## config.mk

```make
export PLATFORM = sky130hd
export DESIGN_NAME = arith_family_instruction_decoder
export DESIGN_NICKNAME = d
export VERILOG_FILES = /design/src/hw/rtl/afid_pkg.sv /design/src/hw/rtl/afid_decode.sv /design/src/hw/rtl/arith_family_instruction_decoder.sv
export VERILOG_INCLUDE_DIRS = /design/src /design/src/hw/rtl
export SDC_FILE = /design/constraint.sdc
export NUM_CORES = 1
export LEC_CHECK = 0
export ABC_AREA = 1
export BUFFER_PORTS_ARGS = -buffer_cell sky130_fd_sc_hd__buf_2
export CAP_MARGIN = 10
export CORE_MARGIN = 10
export CORE_UTILIZATION = 50
export CTS_BUF_LIST = sky130_fd_sc_hd__clkbuf_8 sky130_fd_sc_hd__clkbuf_16
export DETAILED_ROUTE_END_ITERATION = 6
export PLACE_DENSITY = 0.79
export SETUP_SLACK_MARGIN = 0.15
export SYNTH_ARGS = -nofsm -noshare
export SYNTH_HDL_FRONTEND = slang
export SYNTH_SLANG_ARGS = --single-unit
export TNS_END_PERCENT = 1
```

## constraint.sdc

```tcl
create_clock -name aclk -period 5.3 [get_ports aclk]
set_input_delay 0.265 -clock aclk [delete_from_list [all_inputs] [get_ports aclk]]
set_output_delay 0.265 -clock aclk [all_outputs]
set_load 0.01 [all_outputs]
```

## src/hw/rtl/arith_family_instruction_decoder_assert.svh

```systemverilog
// Assertion macros shared by the decoder RTL.
`ifndef ARITH_FAMILY_INSTRUCTION_DECODER_ASSERT_SVH
`define ARITH_FAMILY_INSTRUCTION_DECODER_ASSERT_SVH

// Same-cycle implication, checked out of reset.
`define AFID_ASSERT_NOW(label, ante, cons, msg) \
    label: assert property (@(posedge aclk) disable iff (!aresetn) (ante) |-> (cons)) \
        else $error(msg);

// Next-cycle implication, checked out of reset.
`define AFID_ASSERT_NEXT(label, ante, cons, msg) \
    label: assert property (@(posedge aclk) disable iff (!aresetn) (ante) |=> (cons)) \
        else $error(msg);

`endif

```

## src/hw/rtl/afid_pkg.sv

```systemverilog
// Types, field codes and decode constants for the arithmetic line decoder.
package afid_pkg;

    typedef enum logic [4:0] {
        K_INVALID = 5'd0,
        K_OR      = 5'd1,
        K_SUB     = 5'd2,
        K_CMP     = 5'd3,
        K_EOR     = 5'd4,
        K_AND     = 5'd5,
        K_ADD     = 5'd6,
        K_DIVU    = 5'd7,
        K_DIVS    = 5'd8,
        K_MULU    = 5'd9,
        K_MULS    = 5'd10,
        K_SUBA    = 5'd11,
        K_CMPA    = 5'd12,
        K_ADDA    = 5'd13,
        K_SBCD    = 5'd14,
        K_SUBX    = 5'd15,
        K_ADDX    = 5'd16,
        K_CMPM    = 5'd17,
        K_ABCD    = 5'd18,
        K_EXG     = 5'd19
    } kind_t;

    typedef enum logic [1:0] {
        PAIR_NONE  = 2'd0,
        PAIR_DATA  = 2'd1,
        PAIR_ADDR  = 2'd2,
        PAIR_MIXED = 2'd3
    } pair_t;

    localparam int unsigned WORD_W  = 16;
    localparam int unsigned RESULT_W = 24;

    // Opcode lines handled here
    localparam logic [3:0] LINE_OR_DIV  = 4'h8;
    localparam logic [3:0] LINE_SUB     = 4'h9;
    localparam logic [3:0] LINE_CMP_EOR = 4'hB;
    localparam logic [3:0] LINE_AND_MUL = 4'hC;
    localparam logic [3:0] LINE_ADD     = 4'hD;

    // Opmode codes
    localparam logic [2:0] OM_WIDE_WORD = 3'd3;
    localparam logic [2:0] OM_WIDE_LONG = 3'd7;
    localparam logic [2:0] OM_BYTE_EA   = 3'd4;
    localparam logic [2:0] OM_WORD_EA   = 3'd5;

    // Effective address modes
    localparam logic [2:0] MODE_DREG      = 3'd0;
    localparam logic [2:0] MODE_AREG      = 3'd1;
    localparam logic [2:0] MODE_EXT       = 3'd7;
    localparam logic [2:0] EXT_REG_LIMIT  = 3'd5;

    localparam logic [2:0] SIZE_NONE = 3'd0;
    localparam logic [2:0] SIZE_BYTE = 3'd1;
    localparam logic [2:0] SIZE_WORD = 3'd2;
    localparam logic [2:0] SIZE_LONG = 3'd4;

    typedef struct packed {
        kind_t      op_kind;
        logic [2:0] dest_register;
        logic [2:0] src_register;
        logic [2:0] ea_mode_field;
        logic       memory_form;
        logic [2:0] size_bytes;
        logic       writes_to_ea;
        pair_t      exchange_pairing;
    } dec_t;

endpackage

```

## src/hw/rtl/afid_decode.sv

```systemverilog
// Combinational field split and classification of one opcode word.
module afid_decode
    import afid_pkg::*;
(
    input  logic [WORD_W-1:0] word,
    output dec_t              dec
);

    logic [3:0] line;
    logic [2:0] om;
    logic [2:0] mode;
    logic [2:0] ry;
    logic       wide_long;
    logic       to_ea;
    logic       hole;
    logic       check_ea;
    kind_t      kind;
    logic [2:0] size;
    pair_t      pair;

    assign line      = word[15:12];
    assign om        = word[8:6];
    assign mode      = word[5:3];
    assign ry        = word[2:0];
    assign wide_long = (om == OM_WIDE_LONG);
    assign to_ea     = om[2];
    // Register-direct with result to EA selects the register-register forms,
    // except EOR to a data register
    assign hole      = to_ea && (mode == MODE_DREG || mode == MODE_AREG)
                       && !(line == LINE_CMP_EOR && mode == MODE_DREG);

    always_comb begin
        kind     = K_INVALID;
        size     = SIZE_NONE;
        pair     = PAIR_NONE;
        check_ea = 1'b0;
        if (om == OM_WIDE_WORD || om == OM_WIDE_LONG) begin
            unique case (line)
                LINE_OR_DIV: begin
                    kind = wide_long ? K_DIVS : K_DIVU;
                    size = SIZE_WORD;
                    check_ea = 1'b1;
                end
                LINE_AND_MUL: begin
                    kind = wide_long ? K_MULS : K_MULU;
                    size = SIZE_WORD;
                    check_ea = 1'b1;
                end
                LINE_SUB: begin
                    kind = K_SUBA;
                    size = wide_long ? SIZE_LONG : SIZE_WORD;
                    check_ea = 1'b1;
                end
                LINE_CMP_EOR: begin
                    kind = K_CMPA;
                    size = wide_long ? SIZE_LONG : SIZE_WORD;
                    check_ea = 1'b1;
                end
                LINE_ADD: begin
                    kind = K_ADDA;
                    size = wide_long ? SIZE_LONG : SIZE_WORD;
                    check_ea = 1'b1;
                end
                default: ;
            endcase
        end else begin
            size = SIZE_BYTE << om[1:0];
            if (hole) begin
                unique case (line)
                    LINE_OR_DIV: begin
                        if (om == OM_BYTE_EA) begin
                            kind = K_SBCD;
                            size = SIZE_BYTE;
                        end
                    end
                    LINE_SUB: kind = K_SUBX;
                    LINE_ADD: kind = K_ADDX;
                    LINE_CMP_EOR: begin
                        if (mode == MODE_AREG) kind = K_CMPM;
                    end
                    LINE_AND_MUL: begin
                        priority if (om == OM_BYTE_EA) begin
                            kind = K_ABCD;
                            size = SIZE_BYTE;
                        end else if (om == OM_WORD_EA) begin
                            kind = K_EXG;
                            size = SIZE_LONG;
                            pair = (mode == MODE_DREG) ? PAIR_DATA : PAIR_ADDR;
                        end else if (mode == MODE_AREG) begin
                            kind = K_EXG;
                            size = SIZE_LONG;
                            pair = PAIR_MIXED;
                        end
                    end
                    default: ;
                endcase
            end else begin
                unique case (line)
                    LINE_OR_DIV:  begin kind = K_OR;  check_ea = 1'b1; end
                    LINE_SUB:     begin kind = K_SUB; check_ea = 1'b1; end
                    LINE_CMP_EOR: begin
                        kind = to_ea ? K_EOR : K_CMP;
                        check_ea = 1'b1;
                    end
                    LINE_AND_MUL: begin kind = K_AND; check_ea = 1'b1; end
                    LINE_ADD:     begin kind = K_ADD; check_ea = 1'b1; end
                    default: ;
                endcase
            end
        end
        // Drop forms that name a nonexistent mode-7 address
        if (check_ea && mode == MODE_EXT && ry >= EXT_REG_LIMIT) begin
            kind = K_INVALID;
        end
    end

    always_comb begin
        dec.op_kind          = kind;
        dec.dest_register    = word[11:9];
        dec.src_register     = ry;
        dec.ea_mode_field    = mode;
        dec.memory_form      = word[3];
        dec.size_bytes       = size;
        dec.writes_to_ea     = (om == OM_WIDE_WORD || om == OM_WIDE_LONG) ? 1'b0 : to_ea;
        dec.exchange_pairing = pair;
    end

endmodule

```

## src/hw/rtl/arith_family_instruction_decoder.sv

```systemverilog
// Decoder for opcode lines 8, 9, B, C and D: one opcode word in, one decoded request out
// per cycle while the output is not stalled. Each word is taken into an input register,
// decoded by short logic and held in an output register; a request shows on m_tdata once
// it has passed through both registers. A new word is taken every cycle while
// m_tready stays high. The two registers form the only buffering: when the output stalls,
// s_tready falls in the same cycle once the input register is full.
module arith_family_instruction_decoder
    import afid_pkg::*;
(
    input  logic                aclk,
    input  logic                aresetn,
    input  logic                s_tvalid,
    output logic                s_tready,
    input  logic [WORD_W-1:0]   s_tdata,   // [15:0] opcode_word
    output logic                m_tvalid,
    input  logic                m_tready,
    // [4:0] op_kind, [7:5] dest_register, [10:8] src_register, [13:11] ea_mode_field,
    // [14] memory_form, [17:15] size_bytes, [18] writes_to_ea, [20:19] exchange_pairing,
    // [23:21] zero
    output logic [RESULT_W-1:0] m_tdata
);

`include "arith_family_instruction_decoder_assert.svh"

    logic              in_valid_reg;
    logic              in_valid_next;
    logic [WORD_W-1:0] word_reg;
    logic              out_valid_reg;
    logic              out_valid_next;
    dec_t              out_reg;
    dec_t              dec;
    logic              advance;
    logic              s_accept;

    assign advance  = !out_valid_reg || m_tready;
    assign s_tready = advance || !in_valid_reg;
    assign s_accept = s_tvalid && s_tready;

    afid_decode u_decode (
        .word (word_reg),
        .dec  (dec)
    );

    always_comb begin
        in_valid_next  = in_valid_reg;
        out_valid_next = out_valid_reg;
        if (advance) begin
            out_valid_next = in_valid_reg;
        end
        if (s_tready) begin
            in_valid_next = s_tvalid;
        end
    end

    always_ff @(posedge aclk) begin
        if (!aresetn) begin
            in_valid_reg  <= 1'b0;
            out_valid_reg <= 1'b0;
        end else begin
            in_valid_reg  <= in_valid_next;
            out_valid_reg <= out_valid_next;
        end
    end

    always_ff @(posedge aclk) begin
        if (s_accept) begin
            word_reg <= s_tdata;
        end
        if (advance && in_valid_reg) begin
            out_reg <= dec;
        end
    end

    assign m_tvalid = out_valid_reg;
    assign m_tdata  = {3'b000,
                       out_reg.exchange_pairing,
                       out_reg.writes_to_ea,
                       out_reg.size_bytes,
                       out_reg.memory_form,
                       out_reg.ea_mode_field,
                       out_reg.src_register,
                       out_reg.dest_register,
                       out_reg.op_kind};

    `AFID_ASSERT_NEXT(a_hold_stalled_word, in_valid_reg && !advance, in_valid_reg && $stable(word_reg), "stalled input word lost or changed")
    `AFID_ASSERT_NEXT(a_take_accepted, s_accept, in_valid_reg, "accepted word not held in input register")
    `AFID_ASSERT_NOW(a_pair_only_exg, out_valid_reg && out_reg.exchange_pairing != PAIR_NONE, out_reg.op_kind == K_EXG, "register pairing set on a non-exchange request")
    `AFID_ASSERT_NOW(a_bcd_byte, out_valid_reg && (out_reg.op_kind == K_SBCD || out_reg.op_kind == K_ABCD), out_reg.size_bytes == SIZE_BYTE && out_reg.writes_to_ea, "decimal request without byte size")
    `AFID_ASSERT_NEXT(a_move_to_output, in_valid_reg && advance, out_valid_reg, "decoded request not moved to output register")

endmodule
```

Word-level counts from Yosys, hierarchy flattened
Cells that the tools add are included.
{ "op_classes": {"n_addsub": 0, "n_mul": 0, "div": 0, "order_cmp": 1, "n_eq_ne": 11, "shifts": 1, "n_mux": 28, "n_bitwise": 2, "reduce_logical": 19} }
{ "op_table": {"columns": ["op", "count"], "rows": [
  ["one-hot mux 5 bit (5 select lines)", 3],
  ["2-to-1 mux 5 bit", 6],
  ["2-to-1 mux 3 bit", 8],
  ["equality test 4 bit (second input constant)", 5],
  ["equality test 3 bit (second input constant)", 4],
  ["one-hot mux 3 bit (2 select lines)", 2],
  ["2-to-1 mux 2 bit", 4],
  ["2-to-1 mux 4 bit", 2],
  ["logical AND 1 bit", 7],
  ["OR reduction 5 bit", 1],
  ["logical OR 1 bit", 4],
  ["OR reduction 4 bit", 1],
  ["equality test 3 x 1 -> 1 bit (second input constant)", 1],
  ["equality test 3 x 2 -> 1 bit (second input constant)", 1],
  ["greater-or-equal comparator 3 bit (second input constant)", 1],
  ["zero test 1 bit", 3],
  ["zero test 3 bit", 1],
  ["2-to-1 mux 1 bit", 3],
  ["OR reduction 3 bit", 1],
  ["left shift 1 x 2 -> 3 bit (first input constant)", 1],
  ["NOT 1 bit", 2],
  ["OR reduction 2 bit", 1]
]} }
{ "totals": {"regBits": 39, "latchBits": 0, "ramBits": 0, "mem_bits_ro": 0, "inputBits": 20, "out_inout_bits": 26, "elab_cells": 73, "memories": 0} }

Logic depth before layout (Yosys ltp)
Gate-level depths: netlist of run 1.
{ "depth": {"word_depth": 8, "mapped_depth": 10, "ltp_nobuf": 10} }

Cells and area by module
A second synthesis of run 1 with hierarchy kept.
{ "hier_totals": {"cells_unflattened": 169, "hier_area_um2": 1801.7} }
{ "modules_own_cells": {"columns": ["module", "instances", "cells_per_inst", "area_each_um2", "seq_area_each_um2"], "rows": [
  ["arith_family_instruction_decoder", 1, 54, 1232.4, 1151.1],
  ["afid_decode", 1, 115, 569.3, 0.0]
]} }

Worst setup path before layout of run 1
OpenSTA, ideal clock, no wires.
{ "synth_timing": {"path_kind": "reg-to-reg", "start": "reg out_valid_reg (netlist: m_tvalid)", "end": "reg out_reg (netlist bit m_tdata[0]) (enable)", "setup_ns": 0.404, "arrival_ns": 1.397, "required_time_ns": 4.896, "slack_ns": 3.499, "stages_incl_launch_ff": 2, "path_buffers": 0, "period_less_slack_ns": 1.801, "path_cell_list": "dfxtp_1 -> a21oi_1"} }
{ "synth_between": {"elab_chain_cells": 3} }
{ "synth_rtl": {"columns": ["element", "line_no", "source"], "rows": [
  ["start: declaration", "arith_family_instruction_decoder.sv:28", "logic out_valid_reg;"],
  ["start signal: assignment", "arith_family_instruction_decoder.sv:61", "out_valid_reg <= out_valid_next;"],
  ["zero test 1 bit", "arith_family_instruction_decoder.sv:35", "assign advance = !out_valid_reg || m_tready;"],
  ["logical OR 1 bit", "arith_family_instruction_decoder.sv:35", null],
  ["logical AND 1 bit", "arith_family_instruction_decoder.sv:69", "if (advance && in_valid_reg) begin"],
  ["end signal: assignment", "arith_family_instruction_decoder.sv:70", "out_reg <= dec;"],
  ["end: declaration", "arith_family_instruction_decoder.sv:30", "dec_t out_reg;"]
]} }
Every way passes these cells.
A chain may end at the register's enable or synchronous reset.

Worst setup path after layout of run 1
{ "layout_timing": {"start": "reg in_valid_reg", "end": "reg out_reg (netlist bit m_tdata[2]) (enable)"} }
{ "layout_between": {"elab_chain_cells": 1} }
{ "layout_rtl": {"columns": ["element", "line_no", "source"], "rows": [
  ["start: declaration", "arith_family_instruction_decoder.sv:25", "logic in_valid_reg;"],
  ["start signal: assignment", "arith_family_instruction_decoder.sv:60", "in_valid_reg <= in_valid_next;"],
  ["logical AND 1 bit", "arith_family_instruction_decoder.sv:69", null]
]} }
Every way passes these cells.

==> run_results.csv, run 1 <==
group,metric,value,unit
floorplanning,rows,21,
timing,grt_setup_unrepaired,"no",
floorplanning,core_area,3310,µm²
logic_synthesis,synth-simple-area-share,20.5,%
timing,hold_violations,0,
worst_setup_path,worstPathRequired,5200,ps
route,drt-wirelength-per-cell,13.2,µm
worst_setup_path,cp-start-kind,"flop",
worst_setup_path,criticalPathCategory,"reg2reg",
pwr,ir_drop,0.000208,V
timing,slew_headroom,31.3,%
timing,maxSlewViolCount,0,
timing,clock.fmax,658,MHz
logic_synthesis,syn_area,1700,µm²
logic_synthesis,synth-compound-area-share,7.07,%
finish,layout_common_cells,"buf_2 (42), edfxtp_1 (36), nand2_1 (27)",
worst_setup_path,path_max_fanout,20,
logic_synthesis,synthArstFlopShare,0,%
finish,largest_reg_flops,20,
cts,cts_made_buffers,5,
timing,worst_pin_slew,1030,ps
logic_synthesis,synth.mux.area_fraction,0,%
pwr,p_seq_share,55.8,%
logic_synthesis,ys_seq_elements,38,
logic_synthesis,synth_top_family_by_area,"simple AND/OR/NAND/NOR gates",
pwr,p_switching,0.000134,W
cts,cts_sinks,38,
finish,regArea,1120,µm²
finish,fin_util,62.0,%
global_route,antenna_found_initial,0,
logic_synthesis,synthDistinctLibCells,25,
finish,drive_gt1_share,32.5,%
cts,cts_resized,0,
cts,cts_tree,"yes",
logic_synthesis,yosys_most_used_dff,"edfxtp_1",
pwr,share_comb_of_total_power,9.0,%
floorplanning,die_y,78.3,µm
pwr,p_int,0.000504,W
timing,fin_tns_setup,0,ps
timing,setup_viol,0,
logic_synthesis,synth-xor-area-share,0,%
route,num_vias,1185,
floorplanning,dieWidth,78.3,µm
finish,layout.nets,219,
min_path,min_path_type,"in2reg",
logic_synthesis,avgSynthCellArea,11.2,µm²
flow_run,cap_viol_max_count,0,
finish,finish.instance_area,2050,µm²
finish,layout_commonest_cell,"buf_2",
cts,cts-root-buf,"clkbuf_8",
placed_design,io_buffer_count,42,
finish,area_delta_synth_final,20.9,%
cts,clk_latency,280,ps
placed_design,place_ws,3670,ps
pwr,p_per_area,311,nW/µm²
placed_design,gp_congestion,0.935,
global_route,grt_pass1_vias,1207,
pwr,clockPowerShare,35.3,%
route,vias_per_cell,4.82,
route,wl,3.24,mm
floorplanning,initial_core_util,51.3,%
run_status,outcome,"complete, no violations",
timing,setup_ws,3780,ps
logic_synthesis,ys_seq_area_share,66.0,%
cts,cts.clk_slew.worst_paths,70,ps
finish,antenna_cells,0,
logic_synthesis,netlist_instances,152,
finish,multi_input_area,483,µm²
cts,postCtsSetupBuffers,0,
timing,min_period_over_period,28.7,%
placed_design,postPlaceCellArea,1950,µm²
global_route,grt_start_max_net_pins,21,
worst_setup_path,endpoint_kind,"flop",
floorplanning,ioPinCount,46,
finish,fillerInstances,317,
route,ant_nets,0,
floorplanning,dieArea,6130,µm²
logic_synthesis,synthAdderAreaFrac,0,%
cts,ctsLongestPathBuffers,2,
worst_setup_path,r2r_cells,2,
placed_design,dpl.hpwl,2.61,mm
pwr,p_leak,0.906,nW
global_route,grt_use_total,10.7,%
timing,fin_skew,8.23,ps
logic_synthesis,synth-warning-count,0,
pwr,p_sw_share,21.0,%
cts,hold_buffers,0,
timing,fin_hold_ws,152,ps
global_route,grt_pass1_wl,5.34,mm
logic_synthesis,synth-edff-count,36,
min_path,hold_depth,1,
global_route,gr-total-overflow,0,
route,first_iter_violations,66,
route,route.detailed.drc,0,
worst_setup_path,cp.arrival,1420,ps
route,first_pass_iters,4,
cts,htreeDepth,2,
timing,fin_crit,1520,ps
[synthesized netlist by cell type, types with 2 or more instances]
| library cell | n | area (µm²) |
|---|---|---|
| o21ai_0 | 5 | 25.0 |
| nor2_1 | 16 | 60.1 |
| dfxtp_1 | 2 | 40.0 |
| buf_4 | 4 | 30.0 |
| o21ai_2 | 2 | 17.5 |
| nand4_1 | 3 | 18.8 |
| nand3_1 | 12 | 60.1 |
| inv_2 | 2 | 7.51 |
| inv_1 | 17 | 63.8 |
| nand2_1 | 27 | 101 |
| nand2_2 | 3 | 18.8 |
| nand3_2 | 3 | 30.0 |
| edfxtp_1 | 36 | 1080 |
| a21oi_2 | 2 | 17.5 |
| a21oi_1 | 7 | 35.0 |
| o21ai_1 | 2 | 10.0 |
[final cells by class]
| cell class | count | share of cell area, % |
|---|---|---|
| Tap cell | 46 | 2.80 |
| Inverter | 20 | 3.66 |
| Clock inverter | 3 | 1.83 |
| Timing Repair Buffer | 42 | 10.2 |
| Clock buffer | 5 | 3.35 |
| Multi-Input combinational cell | 92 | 23.5 |
| Sequential cell | 38 | 54.6 |
[final timing paths]
path | from | endpoint | slack [ps]
max | in_valid_reg$_SDFFE_PN0N_ | m_tdata[2]$_SDFFCE_PP0P_ | 3780
min | s_tdata[14] | word_reg[14]$_DFFE_PP_ | 150
max reg2reg | in_valid_reg$_SDFFE_PN0N_ | m_tdata[2]$_SDFFCE_PP0P_ | 3780
min reg2reg | word_reg[11]$_DFFE_PP_ | m_tdata[7]$_DFFE_PP_ | 420
[critical path: stages, from the launching register on]
cell	delay, ps
dfxtp_1	330
inv_1	60
a21oi_2	740
[cells by family (layout without fill, tap and decap cells)]
group                  count (synthesis)  in the layout
and+or+nand+nor                       69             69
other                                  1              3
DFF                                   38             38
AOI/OAI and AO/OA                     20             20
buffers and inverters                 24             70
[power groups by stage]
stage               sequential [W]  clock (W)  combinational [W]
floorplan                 0.000364          0          0.0000342
global placement          0.000361          0          0.0000566
detailed placement        0.000362          0          0.0000575
CTS                       0.000356   0.000230          0.0000577
global route              0.000357   0.000242          0.0000649
finish                    0.000356   0.000225          0.0000571
[metrics by stage]
step	power, W	cells
after detailed placement	0.000420	238
after global routing	0.000664	246
after floorplan	0.000399	154
final	0.000638	246
after global placement	0.000418	238
after CTS	0.000644	246
[per-layer routing]
| metal | global-route usage, % | up-vias | wire length (µm) |
|---|---|---|---|
| met5 | 0 | - | 0 |
| met4 | 4.30 | 0 | 49 |
| met3 | 5.01 | 5 | 302 |
| met2 | 18.7 | 41 | 1580 |
| met1 | 10.8 | 533 | 1310 |
| li1 | - | 606 | - |
Power figures use the tool's default switching activity.
==> inputs of run 2 (changes only) <==
Settings changed: CORE_UTILIZATION 50 to 46, PLACE_DENSITY 0.79 to 0.76.
Clock period 5.3 ns to 1.3 ns, I/O delays scaled along.
==> run_results.csv, run 2 (synthesis gave the netlist of run 1 again) <==
group,metric,value,unit
timing,hold_violations,0,
finish,layout_commonest_cell,"buf_2",
finish,finish.instance_area,2610,µm²
placed_design,post-place-cells,258,
min_path,min_path_type,"in2reg",
worst_setup_path,criticalPathCategory,"reg2reg",
worst_setup_path,cp.arrival,1480,ps
route,route.detailed.drc,0,
finish,largest_reg_flops,20,
timing,setup_viol,9,
finish,antenna_cells,0,
timing,maxSlewViolCount,0,
finish,final_cell_count_no_fill,288,
floorplanning,ioPinCount,46,
cts,cts_tree,"yes",
timing,fin_hold_ws,4.47,ps
floorplanning,core_area,3610,µm²
run_status,outcome,"finished, violations left",
route,num_vias,1366,
placed_design,io_buffer_count,42,
finish,drive_gt1_share,46.3,%
flow_run,cap_viol_max_count,0,
worst_setup_path,endpoint_kind,"flop",
cts,clk_latency,290,ps
worst_setup_path,crit_chain,"inv_1 -> nor2_1 -> nand2_1 -> inv_1 -> nor2_1 -> nand3_2 -> nand2_1 -> a21oi_2",
cts,ctsLongestPathBuffers,2,
pwr,ir_drop,0.00101,V
route,first_pass_iters,4,
floorplanning,dieArea,6520,µm²
finish,fin_util,72.2,%
route,ant_nets,0,
worst_setup_path,crit_family,"simple AND/OR/NAND/NOR gates",
global_route,grt_pass1_vias,1404,
global_route,grt_start_max_net_pins,17,
finish,layout.nets,259,
global_route,grt_pass1_wl,6.46,mm
floorplanning,rows,22,
global_route,antenna_found_initial,0,
floorplanning,initial_core_util,47.1,%
timing,clock.fmax,696,MHz
placed_design,postPlaceCellArea,2130,µm²
worst_setup_path,worstPathRequired,1340,ps
pwr,p_per_area,1160,nW/µm²
floorplanning,dieWidth,80.8,µm
finish,area_delta_synth_final,53.4,%
route,wl,3.95,mm
cts,cts.clk_slew.worst_paths,70,ps
route,met3WireLength,294,µm
route,wl_met2,2.03,mm
worst_setup_path,cp-start-kind,"flop",
global_route,gr-total-overflow,0,
cts,cts-root-buf,"clkbuf_8",
finish,layout_common_cells,"buf_2 (42), edfxtp_1 (36), nand2_1 (22)",
cts,cts_made_buffers,5,
timing,min_period_over_period,111,%
placed_design,gp_congestion,0.891,
worst_setup_path,crit_buf_inv,2,
placed_design,dpl.hpwl,2.82,mm
worst_setup_path,path_max_fanout,3,
pwr,p_leak,1.12,nW
route,vias_per_cell,4.74,
timing,fin_skew,7.22,ps
floorplanning,die_y,80.8,µm
timing,fin_crit,1440,ps
cts,htreeDepth,2,
worst_setup_path,cp_slowest_cell,"edfxtp_1",
worst_setup_path,cpPeakStageDelay,430,ps
cts,cts_sinks,38,
route,wl_met1,1.49,mm
timing,grt_setup_unrepaired,"yes",
route,routed.top_layer,"met4",
global_route,grt_use_total,12.8,%
route,drt-wirelength-per-cell,13.7,µm
run_status,violations,"negative setup slack",
route,first_iter_violations,109,
timing,setup_ws,-137,ps
==> run 2: metrics by stage <==
| stage | TNS, ps | worst slack [ps] | power, W |
|---|---|---|---|
| floorplan | -489 | -27.0 | 0.00163 |
| global placement | -734 | -145 | 0.00177 |
| detailed placement | -733 | -143 | 0.00177 |
| CTS | -841 | -113 | 0.00301 |
| global route | -1790 | -230 | 0.00314 |
| finish | -872 | -137 | 0.00301 |
==> run 2: path summary, 6_finish.rpt <==
| path | start | to | slack (ps) | cells after the start |
|---|---|---|---|---|
| min | aresetn | m_tvalid$_SDFFE_PN0P_ | 4 | 3 |
| min reg2reg | word_reg[11]$_DFFE_PP_ | m_tdata[7]$_DFFE_PP_ | 420 | 0 |
| max reg2reg | word_reg[12]$_DFFE_PP_ | m_tdata[0]$_SDFFCE_PP0P_ | -140 | 8 |
| max | word_reg[12]$_DFFE_PP_ | m_tdata[0]$_SDFFCE_PP0P_ | -140 | 8 |
==> run 2: timing repair <==
item	4_1_cts	5_1_grt
pin swaps	13	5
hold buffers	16	0
hold endpoints to repair	16	0
setup endpoints to repair	25	25
buffers inserted	6	0
resized for setup	21	13
==> run 2: final cells by class <==
cell class                      instances  area (µm²)
Inverter                               20        81.3
Timing Repair Buffer                   82         603
Tap cell                               48        60.1
Clock buffer                            5        68.8
Multi-Input combinational cell         92         601
Clock inverter                          3        68.8
Fill cell                             230        1000
Sequential cell                        38        1120
==> run 2: report_power, final <==
group | internal [W] | total (W) | switching, W
Sequential | 0.00141 | 0.00145 | 0.0000361
Combinational | 0.000190 | 0.000395 | 0.000205
Clock | 0.000768 | 0.00117 | 0.000399
==> run 2: tightest hold or removal path, cell delays in order <==
cell and delay [ps]:
buf_2 100, inv_1 60, a21oi_1 40
==> run 2: routing by layer <==
| metal | global-route usage, % | vias to the layer above |
|---|---|---|
| met3 | 4.08 | 10 |
| met1 | 12.8 | 626 |
| met5 | 0 | - |
| met4 | 7.79 | 0 |
| met2 | 22.7 | 39 |
| li1 | - | 691 |
